[config.mk]
export PLATFORM = sky130hd
export DESIGN_NAME = longest_job_first_scheduler_top
export DESIGN_NICKNAME = d
export VERILOG_FILES = /design/src/ljf_pkg.sv /design/src/ljf_ram.sv /design/src/ljf_sched.sv /design/src/ljf_report.sv /design/src/longest_job_first_scheduler_top.sv
export SDC_FILE = /design/constraint.sdc
export NUM_CORES = 1
export LEC_CHECK = 0
export BUFFER_PORTS_ARGS = -buffer_cell sky130_fd_sc_hd__clkbuf_2
export CAP_MARGIN = 20
export CORE_UTILIZATION = 35
export DETAILED_ROUTE_END_ITERATION = 12
export GPL_ROUTABILITY_DRIVEN = 1
export SYNTH_ARGS = -nofsm -noshare
export SYNTH_HDL_FRONTEND = slang
export SYNTH_SLANG_ARGS = --single-unit
[constraint.sdc]
create_clock -name clk -period 4.2 [get_ports clk]
set_input_delay 1.05 -clock clk [delete_from_list [all_inputs] [get_ports clk]]
set_output_delay 1.05 -clock clk [all_outputs]
set_load 0.02 [all_outputs]
[src/ljf_pkg.sv]
// ----------------------------------------------------------------------------
// ljf_pkg
// Shared types and constants for the longest-job-first scheduler.
// ----------------------------------------------------------------------------
package ljf_pkg;

	localparam int ARR_W  = 16;
	localparam int BUR_W  = 16;
	localparam int TIME_W = 24;
	localparam int IDX_W  = 4;

	typedef struct packed {
		logic [ARR_W-1:0] arrival_time;
		logic [BUR_W-1:0] burst_length;
		logic             last_job;
	} job_t;

	typedef struct packed {
		logic [IDX_W-1:0]  job_index;
		logic [TIME_W-1:0] completion_time;
		logic [TIME_W-1:0] turnaround_time;
		logic [TIME_W-1:0] waiting_time;
		logic              last_result;
	} result_t;

	typedef struct packed {
		logic [ARR_W-1:0] arrival_time;
		logic [BUR_W-1:0] burst_length;
	} job_word_t;

	typedef struct packed {
		logic             valid;
		logic             last;
		logic [IDX_W-1:0] idx;
	} rpt_ctl_t;

endpackage

[src/ljf_ram.sv]
// ----------------------------------------------------------------------------
// ljf_ram
// Single-write, single-read synchronous memory with registered read data.
// ----------------------------------------------------------------------------
module ljf_ram #(
	parameter int WIDTH = 32,
	parameter int DEPTH = 16
) (
	input  logic                     clk,
	input  logic                     we,
	input  logic [$clog2(DEPTH)-1:0] waddr,
	input  logic [WIDTH-1:0]         wdata,
	input  logic [$clog2(DEPTH)-1:0] raddr,
	output logic [WIDTH-1:0]         rdata
);

	logic [WIDTH-1:0] mem [DEPTH];
	logic [WIDTH-1:0] rdata_q;

	always_ff @(posedge clk) begin
		if (we) begin
			mem[waddr] <= wdata;
		end
		rdata_q <= mem[raddr];
	end

	assign rdata = rdata_q;

endmodule

[src/ljf_sched.sv]
// ----------------------------------------------------------------------------
// ljf_sched
// Load sequencer and scheduling engine: scans the job memory once per
// decision, picks the longest arrived job and records its completion.
// ----------------------------------------------------------------------------
module ljf_sched #(
	parameter int MAX_JOBS = 16
) (
	input  logic                        clk,
	input  logic                        arst_n,
	input  logic                        start,
	input  logic                        job_last,
	output logic                        busy,
	output logic                        jw_en,
	output logic [$clog2(MAX_JOBS)-1:0] jw_addr,
	output logic [$clog2(MAX_JOBS)-1:0] raddr,
	input  ljf_pkg::job_word_t          jrd,
	output logic                        cw_en,
	output logic [$clog2(MAX_JOBS)-1:0] cw_addr,
	output logic [ljf_pkg::TIME_W-1:0]  cw_data,
	output ljf_pkg::rpt_ctl_t           rpt
);
	import ljf_pkg::*;

	localparam int IW = $clog2(MAX_JOBS);
	localparam int CW = $clog2(MAX_JOBS + 1);

	typedef enum logic [3:0] {
		S_LOAD   = 4'b0001,
		S_SCAN   = 4'b0010,
		S_DECIDE = 4'b0100,
		S_REPORT = 4'b1000
	} state_t;

	state_t              state_q;
	logic [CW-1:0]       count_q;
	logic [CW-1:0]       done_q;
	logic [CW-1:0]       cnt_q;
	logic [TIME_W-1:0]   time_q;
	logic [MAX_JOBS-1:0] fin_q;
	logic                have_pick_q;
	logic [IW-1:0]       pick_q;
	logic [BUR_W-1:0]    best_q;
	logic                have_e_q;
	logic [TIME_W-1:0]   earliest_q;
	logic                scan_v_s1;
	logic [IW-1:0]       scan_idx_s1;
	rpt_ctl_t            rpt_s1;

	logic                accept;
	logic                unfinished;
	logic                arrived;
	logic [TIME_W-1:0]   ct_next;
	logic                take_pick;
	logic                take_early;

	assign busy    = (state_q != S_LOAD);
	assign accept  = start && !busy;
	assign jw_en   = accept && (count_q < CW'(MAX_JOBS));
	assign jw_addr = count_q[IW-1:0];
	assign raddr   = cnt_q[IW-1:0];
	assign ct_next = time_q + TIME_W'(best_q);
	assign cw_en   = (state_q == S_DECIDE) && have_pick_q;
	assign cw_addr = pick_q;
	assign cw_data = ct_next;
	assign rpt     = rpt_s1;

	always_comb begin
		unfinished = !fin_q[scan_idx_s1];
		arrived    = (TIME_W'(jrd.arrival_time) <= time_q);
		take_pick  = scan_v_s1 && unfinished && arrived
			&& (!have_pick_q || (jrd.burst_length > best_q));
		take_early = scan_v_s1 && unfinished
			&& (!have_e_q || (TIME_W'(jrd.arrival_time) < earliest_q));
	end

	always_ff @(posedge clk or negedge arst_n) begin
		if (!arst_n) begin
			state_q     <= S_LOAD;
			count_q     <= '0;
			done_q      <= '0;
			cnt_q       <= '0;
			time_q      <= '0;
			fin_q       <= '0;
			have_pick_q <= 1'b0;
			pick_q      <= '0;
			best_q      <= '0;
			have_e_q    <= 1'b0;
			earliest_q  <= '0;
			scan_v_s1   <= 1'b0;
			scan_idx_s1 <= '0;
			rpt_s1      <= '0;
		end else begin
			scan_v_s1    <= 1'b0;
			rpt_s1.valid <= 1'b0;
			if (take_pick) begin
				have_pick_q <= 1'b1;
				pick_q      <= scan_idx_s1;
				best_q      <= jrd.burst_length;
			end
			if (take_early) begin
				have_e_q   <= 1'b1;
				earliest_q <= TIME_W'(jrd.arrival_time);
			end
			case (state_q)
				S_LOAD: begin
					if (accept) begin
						if (jw_en) begin
							count_q <= count_q + CW'(1);
						end
						if (job_last) begin
							state_q     <= S_SCAN;
							cnt_q       <= '0;
							have_pick_q <= 1'b0;
							have_e_q    <= 1'b0;
						end
					end
				end
				S_SCAN: begin
					if (cnt_q < count_q) begin
						scan_v_s1   <= 1'b1;
						scan_idx_s1 <= cnt_q[IW-1:0];
						cnt_q       <= cnt_q + CW'(1);
					end else begin
						state_q <= S_DECIDE;
					end
				end
				S_DECIDE: begin
					cnt_q       <= '0;
					have_pick_q <= 1'b0;
					have_e_q    <= 1'b0;
					if (have_pick_q) begin
						time_q         <= ct_next;
						fin_q[pick_q]  <= 1'b1;
						done_q         <= done_q + CW'(1);
						if ((done_q + CW'(1)) == count_q) begin
							state_q <= S_REPORT;
						end else begin
							state_q <= S_SCAN;
						end
					end else begin
						time_q  <= earliest_q;
						state_q <= S_SCAN;
					end
				end
				S_REPORT: begin
					rpt_s1.valid <= 1'b1;
					rpt_s1.last  <= (cnt_q == (count_q - CW'(1)));
					rpt_s1.idx   <= IDX_W'(cnt_q);
					cnt_q        <= cnt_q + CW'(1);
					if (cnt_q == (count_q - CW'(1))) begin
						state_q <= S_LOAD;
						count_q <= '0;
						done_q  <= '0;
						time_q  <= '0;
						fin_q   <= '0;
						cnt_q   <= '0;
					end
				end
				default: begin
					state_q <= S_LOAD;
				end
			endcase
		end
	end

`ifndef SYNTH
	a_pick_unfinished: assert property (@(posedge clk) disable iff (!arst_n)
		cw_en |-> !fin_q[pick_q])
		else $error("picked job already finished");

	a_done_bound: assert property (@(posedge clk) disable iff (!arst_n)
		done_q <= count_q)
		else $error("more jobs finished than loaded");

	a_fin_count: assert property (@(posedge clk) disable iff (!arst_n)
		$countones(fin_q) == int'(done_q))
		else $error("finished marks disagree with finished count");

	a_load_clear: assert property (@(posedge clk) disable iff (!arst_n)
		state_q == S_LOAD |-> fin_q == '0)
		else $error("finished marks not cleared while loading");

	a_jump_target: assert property (@(posedge clk) disable iff (!arst_n)
		(state_q == S_DECIDE && !have_pick_q) |-> have_e_q)
		else $error("time jump without a pending job");
`endif

endmodule

[src/ljf_report.sv]
// ----------------------------------------------------------------------------
// ljf_report
// Result stage: derives turnaround and waiting time from stored entries
// and registers one result per cycle with its strobe.
// ----------------------------------------------------------------------------
module ljf_report (
	input  logic                       clk,
	input  logic                       arst_n,
	input  ljf_pkg::rpt_ctl_t          rpt,
	input  ljf_pkg::job_word_t         jrd,
	input  logic [ljf_pkg::TIME_W-1:0] ct,
	output logic                       strobe,
	output ljf_pkg::result_t           result
);
	import ljf_pkg::*;

	logic              strobe_q;
	result_t           result_q;
	logic [TIME_W-1:0] tat;
	logic [TIME_W-1:0] wt;

	always_comb begin
		tat = ct - TIME_W'(jrd.arrival_time);
		wt  = tat - TIME_W'(jrd.burst_length);
	end

	always_ff @(posedge clk or negedge arst_n) begin
		if (!arst_n) begin
			strobe_q <= 1'b0;
		end else begin
			strobe_q <= rpt.valid;
		end
	end

	always_ff @(posedge clk) begin
		if (rpt.valid) begin
			result_q.job_index       <= rpt.idx;
			result_q.completion_time <= ct;
			result_q.turnaround_time <= tat;
			result_q.waiting_time    <= wt;
			result_q.last_result     <= rpt.last;
		end
	end

	assign strobe = strobe_q;
	assign result = result_q;

endmodule

[src/longest_job_first_scheduler_top.sv]
// ----------------------------------------------------------------------------
// longest_job_first_scheduler_top
// Non-preemptive longest-job-first scheduler over a job memory and a
// completion memory.
//
//   channel | ports                | handshake
//   --------+----------------------+---------------------------------
//   job in  | start, busy, job     | taken when start && !busy
//   result  | strobe, result       | one result per strobe, no stall
//
// Loading takes one transaction per cycle while busy is low.
// A transaction with last_job raises busy; each decision scans all N loaded
// jobs through the job memory's single read port; at most 2N decisions run.
// Reporting reads one entry per cycle; each result passes the registered
// memory read and then the result register.
// Reset clears all control state; no memory clearing pass is needed.
// The receiver cannot stall: each strobe must be taken.
// ----------------------------------------------------------------------------
module longest_job_first_scheduler_top #(
	parameter int MAX_JOBS = 16
) (
	input  logic             clk,
	input  logic             arst_n,
	input  logic             start,
	input  ljf_pkg::job_t    job,
	output logic             busy,
	output logic             strobe,
	output ljf_pkg::result_t result
);
	import ljf_pkg::*;

	localparam int IW = $clog2(MAX_JOBS);

	logic              jw_en;
	logic [IW-1:0]     jw_addr;
	logic [IW-1:0]     raddr;
	job_word_t         jw_data;
	job_word_t         jrd;
	logic              cw_en;
	logic [IW-1:0]     cw_addr;
	logic [TIME_W-1:0] cw_data;
	logic [TIME_W-1:0] crd;
	rpt_ctl_t          rpt;

	assign jw_data.arrival_time = job.arrival_time;
	assign jw_data.burst_length = job.burst_length;

	ljf_ram #(
		.WIDTH ($bits(job_word_t)),
		.DEPTH (MAX_JOBS)
	) u_job_ram (
		.clk   (clk),
		.we    (jw_en),
		.waddr (jw_addr),
		.wdata (jw_data),
		.raddr (raddr),
		.rdata (jrd)
	);

	ljf_ram #(
		.WIDTH (TIME_W),
		.DEPTH (MAX_JOBS)
	) u_cmp_ram (
		.clk   (clk),
		.we    (cw_en),
		.waddr (cw_addr),
		.wdata (cw_data),
		.raddr (raddr),
		.rdata (crd)
	);

	ljf_sched #(
		.MAX_JOBS (MAX_JOBS)
	) u_sched (
		.clk      (clk),
		.arst_n   (arst_n),
		.start    (start),
		.job_last (job.last_job),
		.busy     (busy),
		.jw_en    (jw_en),
		.jw_addr  (jw_addr),
		.raddr    (raddr),
		.jrd      (jrd),
		.cw_en    (cw_en),
		.cw_addr  (cw_addr),
		.cw_data  (cw_data),
		.rpt      (rpt)
	);

	ljf_report u_report (
		.clk    (clk),
		.arst_n (arst_n),
		.rpt    (rpt),
		.jrd    (jrd),
		.ct     (crd),
		.strobe (strobe),
		.result (result)
	);

endmodule

==> results of run 1 <==
[state kept, by name (all words and copies together) (netlist names), 4 cells and up]
signal,flops
u_sched.state_q,4
u_cmp_ram.mem,384
u_sched.done_q,5
u_sched.cw_addr,4
u_sched.rpt,6
u_sched.count_q,5
u_job_ram.rdata,32
u_sched.earliest_q,16
u_sched.cnt_q,5
u_sched.best_q,16
u_cmp_ram.rdata,24
u_report.result,77
u_sched.time_q,24
u_sched.fin_q,16
u_job_ram.mem,512
u_sched.scan_idx_s1,4
[power breakdown]
| part | total [mW] | switching [mW] | internal, mW |
|---|---|---|---|
| sequential | 13.9 | 0.470 | 13.5 |
| combinational | 7.33 | 4.15 | 3.18 |
| clock | 9.94 | 4.22 | 5.72 |
| total | 31.2 | 8.85 | 22.4 |
[kinds of logic (layout without fill, tap and decap cells)]
logic type,count (synthesis),count (layout)
DFF,1138,1138
muxes,338,338
and+or+nand+nor,295,295
AOI/OAI and AO/OA,245,245
buffers and inverters,194,533
adders and majority gates,111,111
xor gates and xnor gates,75,75
other,0,2
[worst max-delay path: cells and delay by family (launching register included)]
| kind | cells | cell delay, ns |
|---|---|---|
| AOI/OAI and AO/OA | 9 | 1.62 |
| xor gates and xnor gates | 2 | 0.26 |
| adders and majority gates | 2 | 0.53 |
| buffers and inverters | 1 | 0.11 |
| DFF | 1 | 0.37 |
| and+or+nand+nor | 4 | 0.86 |
[routing by layer]
layer | wire length, µm | vias to the layer above
li1 | - | 10100
met1 | 48600 | 12600
met2 | 56400 | 735
met3 | 6810 | 150
met4 | 1930 | 2
met5 | 13 | -
[cells in the mapped netlist (all sizes together), types with 11 or more instances]
master	instances
clkbuf	57
nor2b	15
edfxtp	973
nand2b	15
mux2i	42
mux2	12
nor3	25
o21ai	35
nand3	20
buf	33
and3	11
a21o	40
o21a	29
xor2	23
nand2	80
inv	104
nor2	83
a21oi	52
dfrtp	108
nand4	12
ha	108
o22ai	14
mux4	284
dfxtp	56
xnor2	52
[worst paths after layout]
check,start,to,slack [ns],depth (start not counted)
setup / recovery,u_job_ram.rdata[20]$_DFF_P_,u_report.result[24]$_DFFE_PP_,0.20,18
hold / removal,arst_n,u_sched.rpt[5]$_DFF_PN0_,0.37,1
setup reg to reg,u_job_ram.rdata[20]$_DFF_P_,u_report.result[24]$_DFFE_PP_,0.20,18
hold reg to reg,u_cmp_ram.rdata[6]$_DFF_P_,u_report.result[55]$_DFFE_PP_,0.44,0
max in group asynchronous,arst_n,u_sched.best_q[0]$_DFFE_PN0P_,2.95,2
min in group clk,u_cmp_ram.rdata[6]$_DFF_P_,u_report.result[55]$_DFFE_PP_,0.44,0
[final cells by class]
| class | instances | area (µm²) |
|---|---|---|
| Multi-Input combinational cell | 1064 | 12400 |
| Timing Repair Buffer | 219 | 1480 |
| Antenna cell | 2 | 5.00 |
| Tap cell | 1742 | 2180 |
| Clock inverter | 50 | 604 |
| Sequential cell | 1138 | 33100 |
| Inverter | 104 | 390 |
| Clock buffer | 160 | 3070 |
| Fill cell | 11500 | 76600 |
[stage by stage]
step           setup WS (ns)  TNS [ns]
6_report               0.197         0
2_1_floorplan          0.437         0
3_3_place_gp           0.159         0
5_1_grt              -0.0164   -0.0164
4_1_cts               0.0355         0
3_5_place_dp          0.0440         0
[repair_timing]
item | 4_1_cts | 5_1_grt
gates resized for setup | 1 | 9
pin swaps | 0 | 4
endpoints found under the hold margin | 0 | 0
buffers inserted | 0 | 3
endpoints found under the setup margin | 1 | 7
==> qor.csv, run 1 <==
metric,value,unit
drive_gt1_frac,0.267,
clk_latency,0.74,ns
overflow,0,
stdcell_area,0.0532,mm²
tightest_slew,1.12,ns
avgRoutedWirePerCell,25.4,µm
grt_max_degree,130,
total_power,31.2,mW
crit_required,4.66,ns
cts_tree,done,
path_cells,"inv_1, ha_4, a21o_1, or3_1, o22a_1, a21o_1, a31oi_2, o21bai_1, a21oi_2, xnor2_1, ha_2, and4b_1, o211a_1, a211oi_2, nor2_2, and4_1, o2111ai_1, xnor2_1",
syn_area,0.0459,mm²
placed_cell_area,0.0494,mm²
min_period,4.00,ns
synthMuxAreaShare,0.152,
mostFrequentLayoutCell,edfxtp_1,
slowest_stage,dfxtp_1,
cts_root_buffer,clkbuf_16,
nets,2785,
rows,132,
cts.reportedPaths.clkPinSlew,0.06,ns
drt-vias-per-instance,5.27,
use_met3,0.0310,
dpl.cell_count,4262,
grt_pass1_vias,24500,
fin_skew,0.0507,ns
cap_violations,0,
ys_seq_area_frac,0.720,
io_buffer_count,114,
vias,23600,
layout_common_cells,"edfxtp_1 (973), mux4_2 (284), clkbuf_2 (113)",
cts.sinks,1138,
cts_buffers,111,
clock.fmax,0.250,GHz
drc_errors,0,
ys_ff_latch,1138,
synth_nets,2543,
die-area,0.133,mm²
syn_inst,2396,
ctsHoldBuffers,0,
grt_pass1_wl,166,mm
fp.coreArea,0.130,mm²
synth-async-reset-ratio,0.0958,
synthXorXnorAreaFrac,0.0143,
synth_edf_count,973,
antenna_found_initial,6,
holdWs,0.373,ns
p_leak,18.2,nW
use_met1,0.231,
die_y,364,µm
ys.warnings.count,0,
min_path_type,input port to async pin,
crit_type,flip-flop to flip-flop,
start_kind,flip-flop,
synthAdderAreaFrac,0.0307,
synth_top_area_share,0.636,
worstSetupEndpointType,flip-flop,
wirelength,114,mm
yosys.area_share.simple,0.0307,
gp_congestion,0.880,
setup_viol,0,
ios,115,
slew_violations,0,
final_cells,4479,
grt_usage,0.172,
status,"finished, final reports clean",
firstDrtPassIters,5,
drtIter0Drc,2182,
htree_levels,3,
slew_headroom,0.254,
die_x,364,µm
dp_hpwl,71.0,mm
post-route-period-util,0.953,
busiest_layer,met2,
final_core_util,0.410,
ir_drop,0.388,mV
synth_top_family_by_area,multiplexers,
power_density,587,mW/mm²
area_delta_synth_final,15.8,%
start_util,0.354,
syn_area_per_cell,19.2,µm²
crit_arrival,4.46,ns
synth_ff_type,edfxtp_1,
ys_types,68,
hold_viol_final,0,
max_stage_delay,0.37,ns
use_met2,0.291,
synthTopCellsByArea,"edfxtp_1 (64%), mux4_2 (14%), dfrtp_1 (5.9%)",
synth_compound_area_frac,0.0368,
ant_nets,0,
synth.largest_area_cell,edfxtp_1,
cts_buffer_depth,3,
critPathMaxFanout,4,
Note: power is estimated with default switching activity, not from simulation.
==> run 2, diff against run 1 <==
--- a/config.mk
+++ b/config.mk
@@ -10,6 +10,8 @@
 export CORE_UTILIZATION = 35
 export DETAILED_ROUTE_END_ITERATION = 12
 export GPL_ROUTABILITY_DRIVEN = 1
+export GPL_TIMING_DRIVEN = 0
 export SYNTH_ARGS = -nofsm -noshare
 export SYNTH_HDL_FRONTEND = slang
+export SYNTH_HIERARCHICAL = 1
 export SYNTH_SLANG_ARGS = --single-unit
==> qor.csv, run 2 <==
metric,value,unit
status,"complete, but fails checks",
violations,negative setup slack,
start_util,0.353,
synth-async-reset-ratio,0.0958,
die_y,366,µm
dp_hpwl,77.6,mm
max_stage_delay,0.42,ns
total_power,31.5,mW
ys_types,95,
largest_reg_flops,512,
wirelength,114,mm
crit_required,4.65,ns
placed_cell_area,0.0504,mm²
ys_ff_latch,1138,
grt_pass1_wl,168,mm
cts_tree,done,
antenna_found_initial,8,
vias,25000,
gp_congestion,0.860,
syn_inst,2585,
min_path_type,input port to async pin,
avgRoutedWirePerCell,24.0,µm
layout_common_cells,"edfxtp_1 (973), mux4_2 (224), nand2_1 (131)",
critPathMaxFanout,4,
firstDrtPassIters,5,
synth_edf_count,973,
rsz0062_at_grt,yes,
slew_violations,0,
final_cells,4757,
synth_ff_type,edfxtp_1,
nets,3048,
post-route-period-util,1.01,
drtIter0Drc,2219,
overflow,0,
mostFrequentLayoutCell,edfxtp_1,
layout_setup_ws,-0.0511,ns
grt_pass1_vias,25000,
cap_violations,0,
syn_area_per_cell,17.9,µm²
setup_viol,2,
regMostFlops,u_job_ram/mem,
p_leak,18.2,nW
fp.coreArea,0.131,mm²
crit_arrival,4.70,ns
drc_errors,0,
slew_headroom,0.315,
path_cells,"ha_4, inv_2, fa_2, a211oi_2, o211ai_1, and2_4, a41o_4, xor2_4, ha_4, and2_4, a221o_1, a21o_4, a211o_1, nor4_4, a41oi_2, xnor2_1",
cts_buffer_depth,3,
io_buffer_count,114,
dpl.cell_count,4501,
drt-vias-per-instance,5.25,
min_period,4.25,ns
synth_top_area_share,0.630,
grt_max_degree,79,
slowest_stage,dfxtp_4,
hold_viol_final,0,
htree_levels,3,
ys_top_cells_by_count,"edfxtp_1 (973), mux4_2 (224), nand2_1 (131)",
synthTopCellsByArea,"edfxtp_1 (63%), mux4_2 (11%), dfrtp_1 (5.8%)",
area_delta_synth_final,18.1,%
clk_latency,0.71,ns
worstSetupEndpointType,flip-flop,
cts.reportedPaths.clkPinSlew,0.06,ns
grt_usage,0.170,
cts_root_buffer,clkbuf_16,
tightest_slew,1.02,ns
fin_skew,0.0290,ns
ant_nets,0,
setup_tns,-0.0578,ns
start_kind,flip-flop,
stdcell_area,0.0548,mm²
ys_seq_area_frac,0.713,
clock.fmax,0.235,GHz
synth_nets,2729,
die-area,0.134,mm²
synth.largest_area_cell,edfxtp_1,
yosysMostFrequentCell,edfxtp_1,
cts.sinks,1138,
crit_type,flip-flop to flip-flop,
ys.warnings.count,6,
power_density,575,mW/mm²
drive_gt1_frac,0.279,
syn_area,0.0464,mm²
ios,115,
ir_drop,0.361,mV
cts_buffers,109,
rows,133,
die_x,366,µm
-- run 2: cell types whose count changed in the layout (fill, tap and decap cells not counted), moves of 31 or more --
| cell | before | now |
|---|---|---|
| a22oi_1 | 0 | 112 |
| nand2_1 | 80 | 131 |
| mux2i_1 | 42 | 11 |
| clkbuf_1 | 38 | 80 |
| mux4_2 | 284 | 224 |
| mux2_2 | 7 | 45 |
-- run 2: per-stage QoR --
step | hold slack [ns] | setup WS [ns] | util
after floorplan | 0.406 | 0.0335 | -
after global placement | 0.426 | -3.35 | 0.374
after detailed placement | 0.441 | -1.12 | 0.383
after CTS | 0.200 | -0.357 | 0.414
after global routing | 0.224 | -0.225 | 0.417
final | 0.236 | -0.0511 | 0.417
-- run 2: cell type report --
class                           count  area, µm²
Fill cell                       11700      76700
Sequential cell                  1138      33100
Multi-Input combinational cell   1229      13100
Clock buffer                      155       3100
Tap cell                         1755       2200
Timing Repair Buffer              208       1860
Buffer                            111        597
Clock inverter                     52        477
Inverter                          107        402
Antenna cell                        2       5.00
-- run 2: power breakdown --
group	internal [mW]	leakage (nW)	total [mW]	switching, mW
logic	3.70	6.06	8.16	4.46
clock network	5.58	1.74	9.79	4.21
registers	13.1	10.4	13.6	0.447
-- run 2: critical path, delay by kind of cell, from the launching register on --
kind / cells / cell delay (ns)
AOI/OAI and AO/OA: 7 / 1.75
adders and majority gates: 3 / 0.77
and+or+nand+nor: 3 / 0.59
DFF: 1 / 0.42
buffers and inverters: 1 / 0.03
xor gates and xnor gates: 2 / 0.39
-- run 2: layer usage --
layer,track usage,vias to the layer above,part of all wire
met5,0,-,0.00032
met4,0.0466,6,0.025
met3,0.0282,175,0.055
met2,0.277,734,0.49
met1,0.233,13100,0.43
li1,-,11000,-
-- run 2: cell families after synthesis --
group,Yosys count,share of synthesized area
flops,1138,0.713
compound gates,387,0.0580
simple gates,382,0.0401
mux,284,0.124
buf+inv,218,0.0215
fa+ha+maj,108,0.0296
xor+xnor,68,0.0136
-- run 2: what timing repair did --
action | 4_1_cts | 5_1_grt
hold buffers | 0 | 0
setup endpoints to repair | 12 | 64
buffers inserted | 32 | 20
resized for setup | 59 | 36
pin swaps | 19 | 34
-- run 2: worst paths after layout --
path	slack, ns	endpoint	start	depth (start not counted)
min in group clk	0.42	u_report/result[75]$_DFFE_PP_	u_sched/rpt[2]$_DFFE_PN0P_	0
worst min-delay path	0.24	u_sched/fin_q[10]$_DFFE_PN0P_	arst_n	1
worst max-delay path	-0.05	u_report/result[24]$_DFFE_PP_	u_job_ram/rdata[16]$_DFF_P_	16
worst min register to register	0.42	u_report/result[75]$_DFFE_PP_	u_sched/rpt[2]$_DFFE_PN0P_	0
worst max register to register	-0.05	u_report/result[24]$_DFFE_PP_	u_job_ram/rdata[16]$_DFF_P_	16
max in group asynchronous	3.23	u_sched/best_q[13]$_DFFE_PN0P_	arst_n	2
==> run 3, diff against run 2 <==
--- a/config.mk
+++ b/config.mk
@@ -11,6 +11,7 @@
 export DETAILED_ROUTE_END_ITERATION = 12
 export GPL_ROUTABILITY_DRIVEN = 1
 export GPL_TIMING_DRIVEN = 0
+export RECOVER_POWER = 50
 export SYNTH_ARGS = -nofsm -noshare
 export SYNTH_HDL_FRONTEND = slang
 export SYNTH_HIERARCHICAL = 1
==> qor.csv, run 3 (synthesis gave the netlist of run 2 again) <==
metric,value,unit
status,"complete, but fails checks",
violations,"max-capacitance violations, max-slew violations, negative setup slack",
firstDrtPassIters,5,
drtIter0Drc,2251,
die_y,366,µm
cts.sinks,1138,
cts_root_buffer,clkbuf_16,
avgRoutedWirePerCell,24.1,µm
seq_area,0.0331,mm²
fin_skew,0.0319,ns
overflow,0,
die_x,366,µm
htree_levels,3,
final_core_util,0.416,
area_delta_synth_final,17.9,%
fp.coreArea,0.131,mm²
multi_input_area,0.0131,mm²
worstSetupEndpointType,flip-flop,
drt-vias-per-instance,5.24,
grt_usage,0.170,
p_int,22.4,mW
slew_violations,185,
crit_type,flip-flop to flip-flop,
io_buffer_count,114,
post-route-period-util,1.01,
hold_viol_final,0,
grt_pass1_vias,25000,
grt_pass1_wl,168,mm
rows,133,
stdcell_area,0.0547,mm²
regMostFlops,u_job_ram/mem,
max_stage_delay,0.42,ns
path_buf_inv,1,
path_cells,"ha_4, inv_2, fa_2, a211oi_2, o211ai_1, and2_4, a41o_4, xor2_4, ha_4, and2_4, a221o_1, a21o_4, a211o_1, nor4_4, a41oi_2, xnor2_1",
antenna_found_initial,9,
cts_buffer_depth,3,
start_kind,flip-flop,
ios,115,
clk_latency,0.71,ns
p_switching,9.10,mW
pwr-share-seq,0.431,
min_period,4.25,ns
mostFrequentLayoutCell,edfxtp_1,
ir_drop,0.363,mV
min_path_type,flip-flop to flip-flop,
cp_top_family,compound AO/OA/AOI/OAI gates,
start_util,0.353,
die-area,0.134,mm²
power_density,576,mW/mm²
ant_nets,0,
nets,3048,
layout_common_cells,"edfxtp_1 (973), mux4_2 (224), nand2_1 (131)",
crit_required,4.65,ns
clock.fmax,0.235,GHz
grt_max_degree,79,
crit_arrival,4.70,ns
clkPwrFrac,0.311,
critPathMaxFanout,4,
tightest_slew,2.06,ns
placed_cell_area,0.0504,mm²
drc_errors,0,
gp_congestion,0.860,
dp_hpwl,77.6,mm
wirelength,114,mm
p_leak,18.0,nW
cts.reportedPaths.clkPinSlew,0.06,ns
vias,24900,
drive_gt1_frac,0.267,
cts_tree,done,
comb_power_share,0.258,
fill_cells,11800,
slew_headroom,-0.374,
largest_reg_flops,512,
rsz0062_at_grt,yes,
setup_viol,2,
cap_violations,3,
setup_tns,-0.0487,ns
slowest_stage,dfxtp_4,
layout_setup_ws,-0.0474,ns
cts_buffers,109,
switching_share,0.289,
run 3: metal layers:
layer	track usage	part of all wire	up-vias
met5	0	0.00039	-
met4	0.0466	0.023	6
met3	0.0282	0.057	166
met2	0.277	0.49	742
met1	0.233	0.43	13000
li1	-	-	11000
run 3: power groups by stage:
stage               sequential, mW  combinational [mW]  clock (mW)
floorplan                     13.5                5.18           0
global placement              13.8                7.09           0
detailed placement            13.8                7.24           0
CTS                           13.6                7.84        9.97
global route                  13.6                8.90        10.4
finish                        13.6                8.14        9.78
run 3: layout make-up:
type	count	share of cell area
clock buffer	155	0.0566
buffer	111	0.0109
clock inverter	52	0.00872
sequential	1138	0.605
tap	1755	0.0402
antenna	2	0.0000915
timing repair buffer	208	0.0322
inverter	107	0.00734
multi-input combinational	1229	0.239
run 3: what timing repair did:
action,in CTS,in global routing
gates resized for setup,59,36
cloned,0,0
setup endpoints to repair,12,64
hold buffers,0,0
buffers inserted,32,20
pin swaps,19,34
hold endpoints to repair,0,0
run 3: metrics by stage:
step / setup WS [ns] / instances / hold slack, ns / power (mW)
after floorplan: 0.0335 / 2585 / 0.406 / 18.7
after global placement: -3.35 / 4454 / 0.426 / 20.9
after detailed placement: -1.12 / 4501 / 0.441 / 21.0
after CTS: -0.357 / 4736 / 0.200 / 31.4
after global routing: -0.225 / 4755 / 0.434 / 32.9
final: -0.0474 / 4757 / 0.414 / 31.5
run 3: final timing paths:
kind	to	depth (start not counted)	from	slack [ns]
worst max-delay path	u_report/result[24]$_DFFE_PP_	16	u_job_ram/rdata[16]$_DFF_P_	-0.05
worst min-delay path	u_report/result[75]$_DFFE_PP_	0	u_sched/rpt[2]$_DFFE_PN0P_	0.41
worst max register to register	u_report/result[24]$_DFFE_PP_	16	u_job_ram/rdata[16]$_DFF_P_	-0.05
worst min register to register	u_report/result[75]$_DFFE_PP_	0	u_sched/rpt[2]$_DFFE_PN0P_	0.41
max in group asynchronous	u_sched/best_q[13]$_DFFE_PN0P_	2	arst_n	0.53
min in group asynchronous	u_sched/fin_q[10]$_DFFE_PN0P_	1	arst_n	0.81
